### config.mk
export PLATFORM = sky130hd
export DESIGN_NAME = nearest_neighbor_zoom_scaler
export DESIGN_NICKNAME = d
export VERILOG_FILES = /design/src/rtl/core/nnzs_pkg.sv /design/src/rtl/core/nnzs_divider.sv /design/src/rtl/core/nearest_neighbor_zoom_scaler.sv
export SDC_FILE = /design/constraint.sdc
export NUM_CORES = 2
export LEC_CHECK = 0
export BUFFER_PORTS_ARGS = -buffer_cell sky130_fd_sc_hd__clkbuf_2
export CORE_MARGIN = 4
export CORE_UTILIZATION = 50
export CTS_CLUSTER_DIAMETER = 30
export DETAILED_ROUTE_END_ITERATION = 10
export GPL_ROUTABILITY_DRIVEN = 0
export GPL_TIMING_DRIVEN = 0
export PLACE_DENSITY = 0.66
export SLEW_MARGIN = 0
export SYNTH_ARGS = -nofsm -noshare
export SYNTH_HDL_FRONTEND = slang
export SYNTH_SLANG_ARGS = --single-unit
### constraint.sdc
create_clock -name clk -period 6.31 [get_ports clk]
set_input_delay 0.631 -clock clk [delete_from_list [all_inputs] [get_ports clk]]
set_output_delay 0.631 -clock clk [all_outputs]
set_load 0.02 [all_outputs]
### src/rtl/core/nnzs_pkg.sv
package nnzs_pkg;

  localparam int unsigned SourceWidth  = 224;
  localparam int unsigned SourceHeight = 144;
  localparam int unsigned SourceStride = 224;
  localparam int unsigned PanelWidth   = 240;
  localparam int unsigned PanelHeight  = 135;
  localparam int unsigned MinWindow    = 16;
  localparam int unsigned ZoomUnity    = 100;

  // Fit-mode geometry is fixed at elaboration.
  localparam bit WidthLimited =
      (PanelWidth * SourceHeight) <= (PanelHeight * SourceWidth);
  localparam int unsigned FitAreaWRaw =
      WidthLimited ? PanelWidth : (SourceWidth * PanelHeight) / SourceHeight;
  localparam int unsigned FitAreaHRaw =
      WidthLimited ? (SourceHeight * PanelWidth) / SourceWidth : PanelHeight;
  localparam int unsigned FitAreaW = (FitAreaWRaw < 1) ? 1 : FitAreaWRaw;
  localparam int unsigned FitAreaH = (FitAreaHRaw < 1) ? 1 : FitAreaHRaw;
  localparam int unsigned FitOffX  = (PanelWidth - FitAreaW) / 2;
  localparam int unsigned FitOffY  = (PanelHeight - FitAreaH) / 2;

  // Reciprocals for dividing a 16-bit product by the active area size.
  localparam int unsigned RecipShift = 16;
  localparam int unsigned RecipFullW = (1 << RecipShift) / PanelWidth;
  localparam int unsigned RecipFullH = (1 << RecipShift) / PanelHeight;
  localparam int unsigned RecipFitW  = (1 << RecipShift) / FitAreaW;
  localparam int unsigned RecipFitH  = (1 << RecipShift) / FitAreaH;

  // Window-size divider widths.
  localparam int unsigned DivNumW = 18;
  localparam int unsigned DivDenW = 10;
  localparam int unsigned DivTagW = 8;

  localparam logic [31:0] AddrFullscreen = 32'd0;
  localparam logic [31:0] AddrZoom       = 32'd4;

  typedef enum logic [1:0] {
    REG_FULLSCREEN = 2'b01,
    REG_ZOOM       = 2'b10
  } reg_sel_t;

endpackage

### src/rtl/core/nnzs_divider.sv
// Restoring divider, one quotient bit per stage, fully pipelined.
module nnzs_divider
  import nnzs_pkg::*;
(
  input  logic               clk,
  input  logic               rst,
  input  logic               in_valid,
  input  logic [DivNumW-1:0] num,
  input  logic [DivDenW-1:0] den,
  input  logic [DivTagW-1:0] in_tag,
  output logic               out_valid,
  output logic [DivNumW-1:0] quot,
  output logic [DivTagW-1:0] out_tag
);

  logic [DivNumW:0]    vld;
  logic [DivNumW-1:0]  q   [DivNumW+1];
  logic [DivDenW:0]    rem [DivNumW+1];
  logic [DivDenW-1:0]  dv  [DivNumW+1];
  logic [DivTagW-1:0]  tg  [DivNumW+1];

  assign vld[0] = in_valid;
  assign q[0]   = num;
  assign rem[0] = '0;
  assign dv[0]  = den;
  assign tg[0]  = in_tag;

  for (genvar s = 0; s < DivNumW; s++) begin : g_stage
    logic [DivDenW+1:0] shifted;
    logic [DivDenW+1:0] diff;
    assign shifted = {rem[s], q[s][DivNumW-1]};
    assign diff    = shifted - {2'b00, dv[s]};

    always_ff @(posedge clk) begin
      if (rst) begin
        vld[s+1] <= 1'b0;
      end else begin
        vld[s+1] <= vld[s];
      end
      dv[s+1] <= dv[s];
      tg[s+1] <= tg[s];
      if (!diff[DivDenW+1]) begin
        rem[s+1] <= diff[DivDenW:0];
        q[s+1]   <= {q[s][DivNumW-2:0], 1'b1};
      end else begin
        rem[s+1] <= shifted[DivDenW:0];
        q[s+1]   <= {q[s][DivNumW-2:0], 1'b0};
      end
    end
  end

  assign out_valid = vld[DivNumW];
  assign quot      = q[DivNumW];
  assign out_tag   = tg[DivNumW];

endmodule

### src/rtl/core/nearest_neighbor_zoom_scaler.sv
// Throughput is one item per cycle.
// busy stays low, so start may be high in every cycle.
// The depth is set by the 18-stage pipelined divider for the zoom window, one stage
// for the offset products, two for the reciprocal division by the area size and one
// for the sums and address. Synchronous active-high reset clears the pipeline valid
// bits and sets fullscreen_mode to 1 and zoom_percent to 100.
module nearest_neighbor_zoom_scaler
  import nnzs_pkg::*;
(
  input  logic        clk,
  input  logic        rst,
  input  logic        start,
  output logic        busy,
  input  logic [7:0]  dest_x,
  input  logic [7:0]  dest_y,
  output logic        done,
  output logic [7:0]  source_x,
  output logic [7:0]  source_y,
  output logic [14:0] frame_address,
  output logic [7:0]  panel_x,
  output logic [7:0]  panel_y,
  output logic        in_area,
  input  logic        psel,
  input  logic        penable,
  input  logic        pwrite,
  input  logic [2:0]  paddr,
  input  logic [31:0] pwdata,
  output logic [31:0] prdata,
  output logic        pready
);

  logic       fullscreen_mode;
  logic [9:0] zoom_percent;

  assign pready = 1'b1;
  assign busy   = 1'b0;

  always_ff @(posedge clk) begin
    if (rst) begin
      fullscreen_mode <= 1'b1;
      zoom_percent    <= 10'(ZoomUnity);
    end else if (psel && penable && pwrite) begin
      if ({29'd0, paddr} == AddrFullscreen) fullscreen_mode <= pwdata[0];
      if ({29'd0, paddr} == AddrZoom)       zoom_percent    <= pwdata[9:0];
    end
  end

  always_comb begin
    prdata = '0;
    if ({29'd0, paddr} == AddrFullscreen) prdata = {31'd0, fullscreen_mode};
    if ({29'd0, paddr} == AddrZoom)       prdata = {22'd0, zoom_percent};
  end

  // Window sizes are derived from registers only, in the same pipeline; the user
  // must write config only while idle, which the block does not enforce.
  logic [9:0] zoom_eff;
  assign zoom_eff = (zoom_percent == '0) ? 10'(ZoomUnity) : zoom_percent;

  // Stage A: per-item inputs, fed into dividers for window size.
  logic [17:0] win_w_raw, win_h_raw;
  logic        dw_v, dh_v;
  logic [7:0]  dw_tag, dh_tag;

  nnzs_divider u_div_ww (
    .clk, .rst, .in_valid(start), .num(18'(SourceWidth * ZoomUnity)),
    .den(zoom_eff), .in_tag(dest_x),
    .out_valid(dw_v), .quot(win_w_raw), .out_tag(dw_tag)
  );
  nnzs_divider u_div_wh (
    .clk, .rst, .in_valid(start), .num(18'(SourceHeight * ZoomUnity)),
    .den(zoom_eff), .in_tag(dest_y),
    .out_valid(dh_v), .quot(win_h_raw), .out_tag(dh_tag)
  );

  // Clamp and multiply by destination.
  logic [7:0]  win_w, win_h;
  logic [15:0] prod_x, prod_y;
  logic [8:0]  area_w, area_h;
  logic        m_v;
  logic [7:0]  m_dx, m_dy, m_w, m_h;

  always_comb begin
    if (win_w_raw < 18'(MinWindow))        win_w = 8'(MinWindow);
    else if (win_w_raw > 18'(SourceWidth)) win_w = 8'(SourceWidth);
    else                                   win_w = win_w_raw[7:0];
    if (win_h_raw < 18'(MinWindow))         win_h = 8'(MinWindow);
    else if (win_h_raw > 18'(SourceHeight)) win_h = 8'(SourceHeight);
    else                                    win_h = win_h_raw[7:0];
  end

  assign area_w = fullscreen_mode ? 9'(PanelWidth)  : 9'(FitAreaW);
  assign area_h = fullscreen_mode ? 9'(PanelHeight) : 9'(FitAreaH);

  always_ff @(posedge clk) begin
    if (rst) m_v <= 1'b0;
    else     m_v <= dw_v & dh_v;
    prod_x <= 16'(dw_tag) * 16'(win_w);
    prod_y <= 16'(dh_tag) * 16'(win_h);
    m_dx   <= dw_tag;
    m_dy   <= dh_tag;
    m_w    <= win_w;
    m_h    <= win_h;
  end

  // Division by the area size through its reciprocal. The estimate is low by
  // at most one, so a single compare and subtract in the next stage fixes it.
  logic [16:0] recip_x, recip_y;
  logic [32:0] est_x, est_y;
  logic        r_v;
  logic [15:0] r_px, r_py;
  logic [8:0]  r_qx, r_qy;
  logic [7:0]  r_dx, r_w, r_dy, r_h;

  assign recip_x = fullscreen_mode ? 17'(RecipFullW) : 17'(RecipFitW);
  assign recip_y = fullscreen_mode ? 17'(RecipFullH) : 17'(RecipFitH);
  assign est_x   = 33'(prod_x) * 33'(recip_x);
  assign est_y   = 33'(prod_y) * 33'(recip_y);

  always_ff @(posedge clk) begin
    if (rst) r_v <= 1'b0;
    else     r_v <= m_v;
    r_qx <= 9'(est_x >> RecipShift);
    r_qy <= 9'(est_y >> RecipShift);
    r_px <= prod_x;
    r_py <= prod_y;
    r_dx <= m_dx;
    r_w  <= m_w;
    r_dy <= m_dy;
    r_h  <= m_h;
  end

  logic [17:0] back_x, back_y;
  logic        q_v;
  logic [8:0]  sx_q, sy_q;
  logic [7:0]  f_dx, f_w, f_dy, f_h;

  assign back_x = 18'(r_qx) * 18'(area_w);
  assign back_y = 18'(r_qy) * 18'(area_h);

  always_ff @(posedge clk) begin
    if (rst) q_v <= 1'b0;
    else     q_v <= r_v;
    sx_q <= ((18'(r_px) - back_x) >= 18'(area_w)) ? r_qx + 9'd1 : r_qx;
    sy_q <= ((18'(r_py) - back_y) >= 18'(area_h)) ? r_qy + 9'd1 : r_qy;
    f_dx <= r_dx;
    f_w  <= r_w;
    f_dy <= r_dy;
    f_h  <= r_h;
  end

  // Final stage: origin sums, address, area check.
  logic [8:0] sx, sy;
  logic       in_range;
  logic [8:0] off_x, off_y;
  assign sx = 9'((SourceWidth - {1'b0, f_w}) >> 1) + sx_q;
  assign sy = 9'((SourceHeight - {1'b0, f_h}) >> 1) + sy_q;
  assign in_range = ({1'b0, f_dx} < area_w) && ({1'b0, f_dy} < area_h);
  assign off_x = fullscreen_mode ? 9'd0 : 9'(FitOffX);
  assign off_y = fullscreen_mode ? 9'd0 : 9'(FitOffY);

  always_ff @(posedge clk) begin
    if (rst) done <= 1'b0;
    else     done <= q_v;
    in_area       <= in_range;
    source_x      <= in_range ? sx[7:0] : '0;
    source_y      <= in_range ? sy[7:0] : '0;
    frame_address <= in_range ? 15'(18'(sy) * 18'(SourceStride) + 18'(sx)) : '0;
    panel_x       <= in_range ? 8'(off_x + 9'(f_dx)) : '0;
    panel_y       <= in_range ? 8'(off_y + 9'(f_dy)) : '0;
  end

endmodule
# After elaboration in Yosys (flattened, before gate mapping)
# Cells that the tools add are included.
[word_totals] ff_bits=1728 output_inout_bits=83 wordCells=320
[classes] addsub=45 n_mul=7 n_lt_le_gt_ge=8 eq_ne=1 mux=80 reduce_logical=7
[op_table] cell="$sub A12 B10 Y12" count=34
[op_table] cell="$mux W11" count=32
[op_table] cell="$mux W1" count=37
[op_table] cell="$gt A18 B8 Y1 const B" count=2
[op_table] cell="$lt A18 B5 Y1 const B" count=2
[op_table] cell="$sub A16 B17 Y18" count=2
[op_table] cell="$mul A8 B8 Y16" count=2
[op_table] cell="$mux W32" count=1
[op_table] cell="$mux W8" count=4
[op_table] cell="$mul A16 B9 Y25" count=1
[op_table] cell="$mul A16 B9 Y25 const B" count=1
[op_table] cell="$add A9 B1 Y9 const B" count=2
[op_table] cell="$add A9 B9 Y9" count=2
[op_table] cell="$ge A18 B8 Y1" count=1
[op_table] cell="$ge A18 B8 Y1 const B" count=1
[op_table] cell="$mux W9" count=2
[op_table] cell="$sub A8 B8 Y9 const A" count=2
[op_table] cell="$mul A9 B8 Y17" count=1
[op_table] cell="$mul A9 B8 Y17 const B" count=1
[op_table] cell="$add A15 B9 Y15" count=1
[op_table] cell="$mux W6" count=2
[op_table] cell="$sub A1 B10 Y11 const A" count=1
[op_table] cell="$logic_not A10 Y1" count=1
[op_table] cell="$mul A9 B3 Y10 const B" count=1
[op_table] cell="other kinds (9)" count=12

# Depth between registers and ports, before layout
[depth] ltp_word=5 ltp_mapped=24 ltp_nobuf=23

# Hierarchy
# A second synthesis with hierarchy kept.
[hier_totals] hier_cells=6750 area_unflattened_um2=77944.8
[modules_own_cells] mod="nnzs_divider" instances=2 cells_per_inst=2275 area_each_um2=28258.4 seq_area_each_um2=16876.2
[modules_own_cells] mod="nearest_neighbor_zoom_scaler" instances=1 cells_per_inst=2200 area_each_um2=21428.1 seq_area_each_um2=5084.9

# Worst setup path after synthesis
# Ideal clock, no wire load.
[synth_timing] path_kind="register to register" start="register u_div_wh.q (netlist bit u_div_wh.quot[0])" end="register prod_y[14]" t_arrival_ns=5.542 setup_slack_ns=0.696 path_stages_with_launch=23 n_path_buf=1 period_less_slack_ns=5.614 path_cell_list="dfxtp_1 -> o41ai_1 -> nand2_1 -> a21oi_1 -> a21boi_0 -> nand2b_1 -> clkbuf_1 -> and2_1 -> fa_1 -> inv_1 -> fa_1 -> inv_1 -> fa_1 -> inv_1 -> fa_1 -> inv_1 -> ha_1 -> a21boi_0 -> o311a_1 -> o21a_1 -> o21a_1 -> o41ai_1 -> xnor2_1"
[synth_between] elab_chain_cells=4 word_cells_on_any_way=5
[synth_lines] element="from (decl)" line="nnzs_divider.sv:17" source="logic [DivNumW-1:0] q [DivNumW+1];"
[synth_lines] element="from (signal, indexed assignment)" line="nnzs_divider.sv:44" source="q[s+1] <= {q[s][DivNumW-2:0], 1'b1};"
[synth_lines] element="from (signal, indexed assignment)" line="nnzs_divider.sv:47" source="q[s+1] <= {q[s][DivNumW-2:0], 1'b0};"
[synth_lines] element="$gt A18 B8 Y1" line="nearest_neighbor_zoom_scaler.sv:87" source="else if (win_h_raw > 18'(SourceHeight)) win_h = 8'(SourceHeight);"
[synth_lines] element="$mux W8" line="nearest_neighbor_zoom_scaler.sv:87"
[synth_lines] element="$mux W8 (*)" line="nearest_neighbor_zoom_scaler.sv:86" source="if (win_h_raw < 18'(MinWindow)) win_h = 8'(MinWindow);"
[synth_lines] element="named net win_h[4]" line="nearest_neighbor_zoom_scaler.sv:76" source="logic [7:0] win_w, win_h;"
[synth_lines] element="$mul A8 B8 Y16 (*)" line="nearest_neighbor_zoom_scaler.sv:98" source="prod_y <= 16'(dh_tag) * 16'(win_h);"
[synth_lines] element="to (signal assigned)" line="nearest_neighbor_zoom_scaler.sv:98"
[synth_lines] element="to (decl)" line="nearest_neighbor_zoom_scaler.sv:77" source="logic [15:0] prod_x, prod_y;"
# The timed path passes the listed nets; every way through them passes the cells marked *.
# A chain may end at the register's enable or synchronous reset.

# Worst setup path after layout
# Ends and elaborated chain as after synthesis.

==> impl_results.md <==
- Status: finished clean
- Num ports: 140
- Placed cells: 6972
- Synth top area cells: dfxtp_1 (46%), ha_1 (13%), fa_1 (8.6%), mux2_2 (4.5%), inv_1 (3.9%)
- Vias in the first global route: 38.3k
- Initial Util: 0.506
- Post-route setup slack: 0.228 ns
- Tcrit/Tclk final: 0.964
- Critical-path top delay cell: fa_1
- Final setup viols: 0
- DR vias: 36.1k
- 1st-pass router iterations: 5
- Gr busiest metal: met2
- Largest net degree at the start of global routing: 24
- CP Max Fanout: 9
- Layout Skew: 0.0622 ns
- Initial drt markers: 1435
- Layout cell share with drive strength beyond 1: 0.146
- Remaining global-route overflow: 0
- Antenna cells: 0
- ANT nets after route: 0
- Die width: 352 um
- Met2 Use GR: 0.300
- Critical path arrival: 6.80 ns
- Cell accounting for the most synthesized area: dfxtp_1
- CTS tree: yes
- Initial antenna violation count: 0
- Mapped cell area: 59200 sq um
- Core area: 117000 sq um
- Worst min-delay path category: input pin to register
- CP Class: register to register
- YS warnings: 0
- Tmin final: 6.08 ns
- DP HPWL: 78800 um
- Count leader, synth: dfxtp_1
- Met1 usage: 0.223
- Clk Latency, worst-skew pair: 0.80 ns
- Pre-CTS setup slack: -0.197 ns
- Nets@finish: 6645
- Clock Tree Root: clkbuf_16
- Slew Viols, Final: 0
- Share of synthesized registers carrying an async set or reset: 0
- WP data required: 7.03 ns
- Startpoint Class: register
- Mapped Avg Cell Area: 11.1 sq um
- Post-synth EDFFs: 0
- Avg Vias per Cell: 4.86
- Port buffer count: 93
- Crit-path max cell delay: 0.54 ns
- DR DRC count: 0
- Seq/Total Area, Yosys: 0.461
- Synth Instances: 5328
- Final Hold Viols: 0
- All-Layer GR Usage: 0.175
- Layout area overhead: 18.7%
- CTS Sinks: 1362
- CTS Buffer Depth: 3
- FP Rows: 125
- RSZ-0062 raised after global routing: false
- Post-synth top area share: 0.461
- Synthesized flop and latch total: 1362
- Global-route wire length before repair: 183000 um
- Worst-Margin Slew: 0.728 ns
- CP Capture Type: register
- Hold Slack: 0.0701 ns
- Worst slew margin: 0.515
- Die height: 352 um
- Final wirelength: 107000 um
- Worst path cell trace: o41ai_1, nand2_1, a21oi_2, a21boi_4, nand2b_1, clkbuf_1, and2_1, fa_1, inv_1, fa_1, inv_1, fa_1, inv_1, fa_1, inv_1, ha_1, a21boi_0, o311a_1, o21a_1, o21a_1, o41ai_1, xnor2_1
- Clock Pin Slew Worst Setup and Hold Paths: 0.06 ns
- WL/cell: 14.4 um
- Num CTS Buffers: 228
- Main synth FF type: dfxtp_1
- Met3 Use GR: 0.0309
- Post-Layout Cell Count: 7432
- Top cells by count, synth: dfxtp_1 (1362), ha_1 (630), inv_1 (621), fa_1 (254), nor2_1 (237)
- Maximum capacitance violations: 0
- Post-CTS Setup Bufs: 0
- DIE AREA: 124000 sq um
- Maximum clock rate: 164 MHz
- H-Tree Level Count: 4
- Post-synthesis cell type count: 71
==> sequential cells by signal (all words and copies together), names as in the netlist, 9 cells and up <==
signal	cells
u_div_ww.g_stage.shifted	187
u_div_wh.dv	170
u_div_wh.g_stage.shifted	154
u_div_wh.tg	136
u_div_ww.tg	136
u_div_ww.q	132
u_div_wh.q	126
u_div_wh.quot	18
prod_x	16
prod_y	16
r_px	16
r_py	16
u_div_ww.quot	15
u_div_wh.vld	11
frame_address	10
zoom_percent	10
r_qx	9
r_qy	9
sx_q	9
sy_q	9
==> layout by cell type, fill, tap and decap left out, drive strengths merged, types with 64 or more instances in the layout <==
master     n
ha       630
and3      75
nor2b    133
a21o     131
nand2b    79
nor2     237
mux2     236
clkinv    64
nand2    177
clkbuf   408
xnor2    214
o21ai    180
dfxtp   1362
fa       254
nor3      70
xor2     124
inv      664
and2     116
a21oi    138
==> path summary, 6_finish.rpt <==
| kind | from | end | slack (ns) | cells after the start |
|---|---|---|---|---|
| worst max-delay path | u_div_wh.quot[0] | prod_y[14] | 0.23 | 22 |
| worst min-delay path | pwdata[3] | zoom_percent[3] | 0.07 | 3 |
| worst max register to register | u_div_wh.quot[0] | prod_y[14] | 0.23 | 22 |
| worst min register to register | u_div_wh.tg[141] | u_div_wh.tg[133] | 0.27 | 0 |
==> per-stage QoR <==
stage	utilization	setup TNS (ns)	cell area, sq um
2_1_floorplan	-	0	59300
3_3_place_gp	0.528	-0.332	61600
3_5_place_dp	0.528	-0.396	61600
4_1_cts	0.601	0	70200
5_1_grt	0.601	0	70200
6_report	0.601	0	70200
==> cells by family after synthesis <==
kind of cell | after synthesis | synth area share
adder cells (fa/ha/maj) | 884 | 0.219
AND/OR/NAND/NOR | 1006 | 0.0875
XOR/XNOR | 338 | 0.0500
buffers and inverters | 723 | 0.0483
AO/OA/AOI/OAI | 729 | 0.0809
flip-flops | 1362 | 0.461
multiplexers | 284 | 0.0530
other | 2 | 0.000127
==> timing repair <==
item,CTS,global route
endpoints found under the hold margin,29,0
setup endpoints to repair,11,14
resized for setup,4,8
cloned,0,0
hold buffers,27,0
==> routing by layer <==
metal	vias up	share of wire
met4	0	0.025
met5	-	0
met2	537	0.48
li1	18400	-
met1	17000	0.46
met3	181	0.036
==> area by class of cell <==
cell class                      count  area [sq um]
Buffer                            100           522
Timing Repair Buffer              120           736
Inverter                          622          2340
Clock buffer                      271          6110
Fill cell                        9359         46600
Multi-Input combinational cell   3270         29200
Clock inverter                    163          2190
Sequential cell                  1362         27300
Tap cell                         1524          1910
==> critical path: cells and delay by family (launching register included) <==
family | cells | cell delay, ns
flops | 1 | 0.40
xor+xnor | 1 | 0.18
compound gates | 8 | 2.15
simple gates | 3 | 0.45
buf+inv | 5 | 0.44
fa+ha+maj | 5 | 2.40
Power is left out: the tool's default activity adds up to more than one toggle a clock period on the data nets, which glitch-free logic cannot reach.
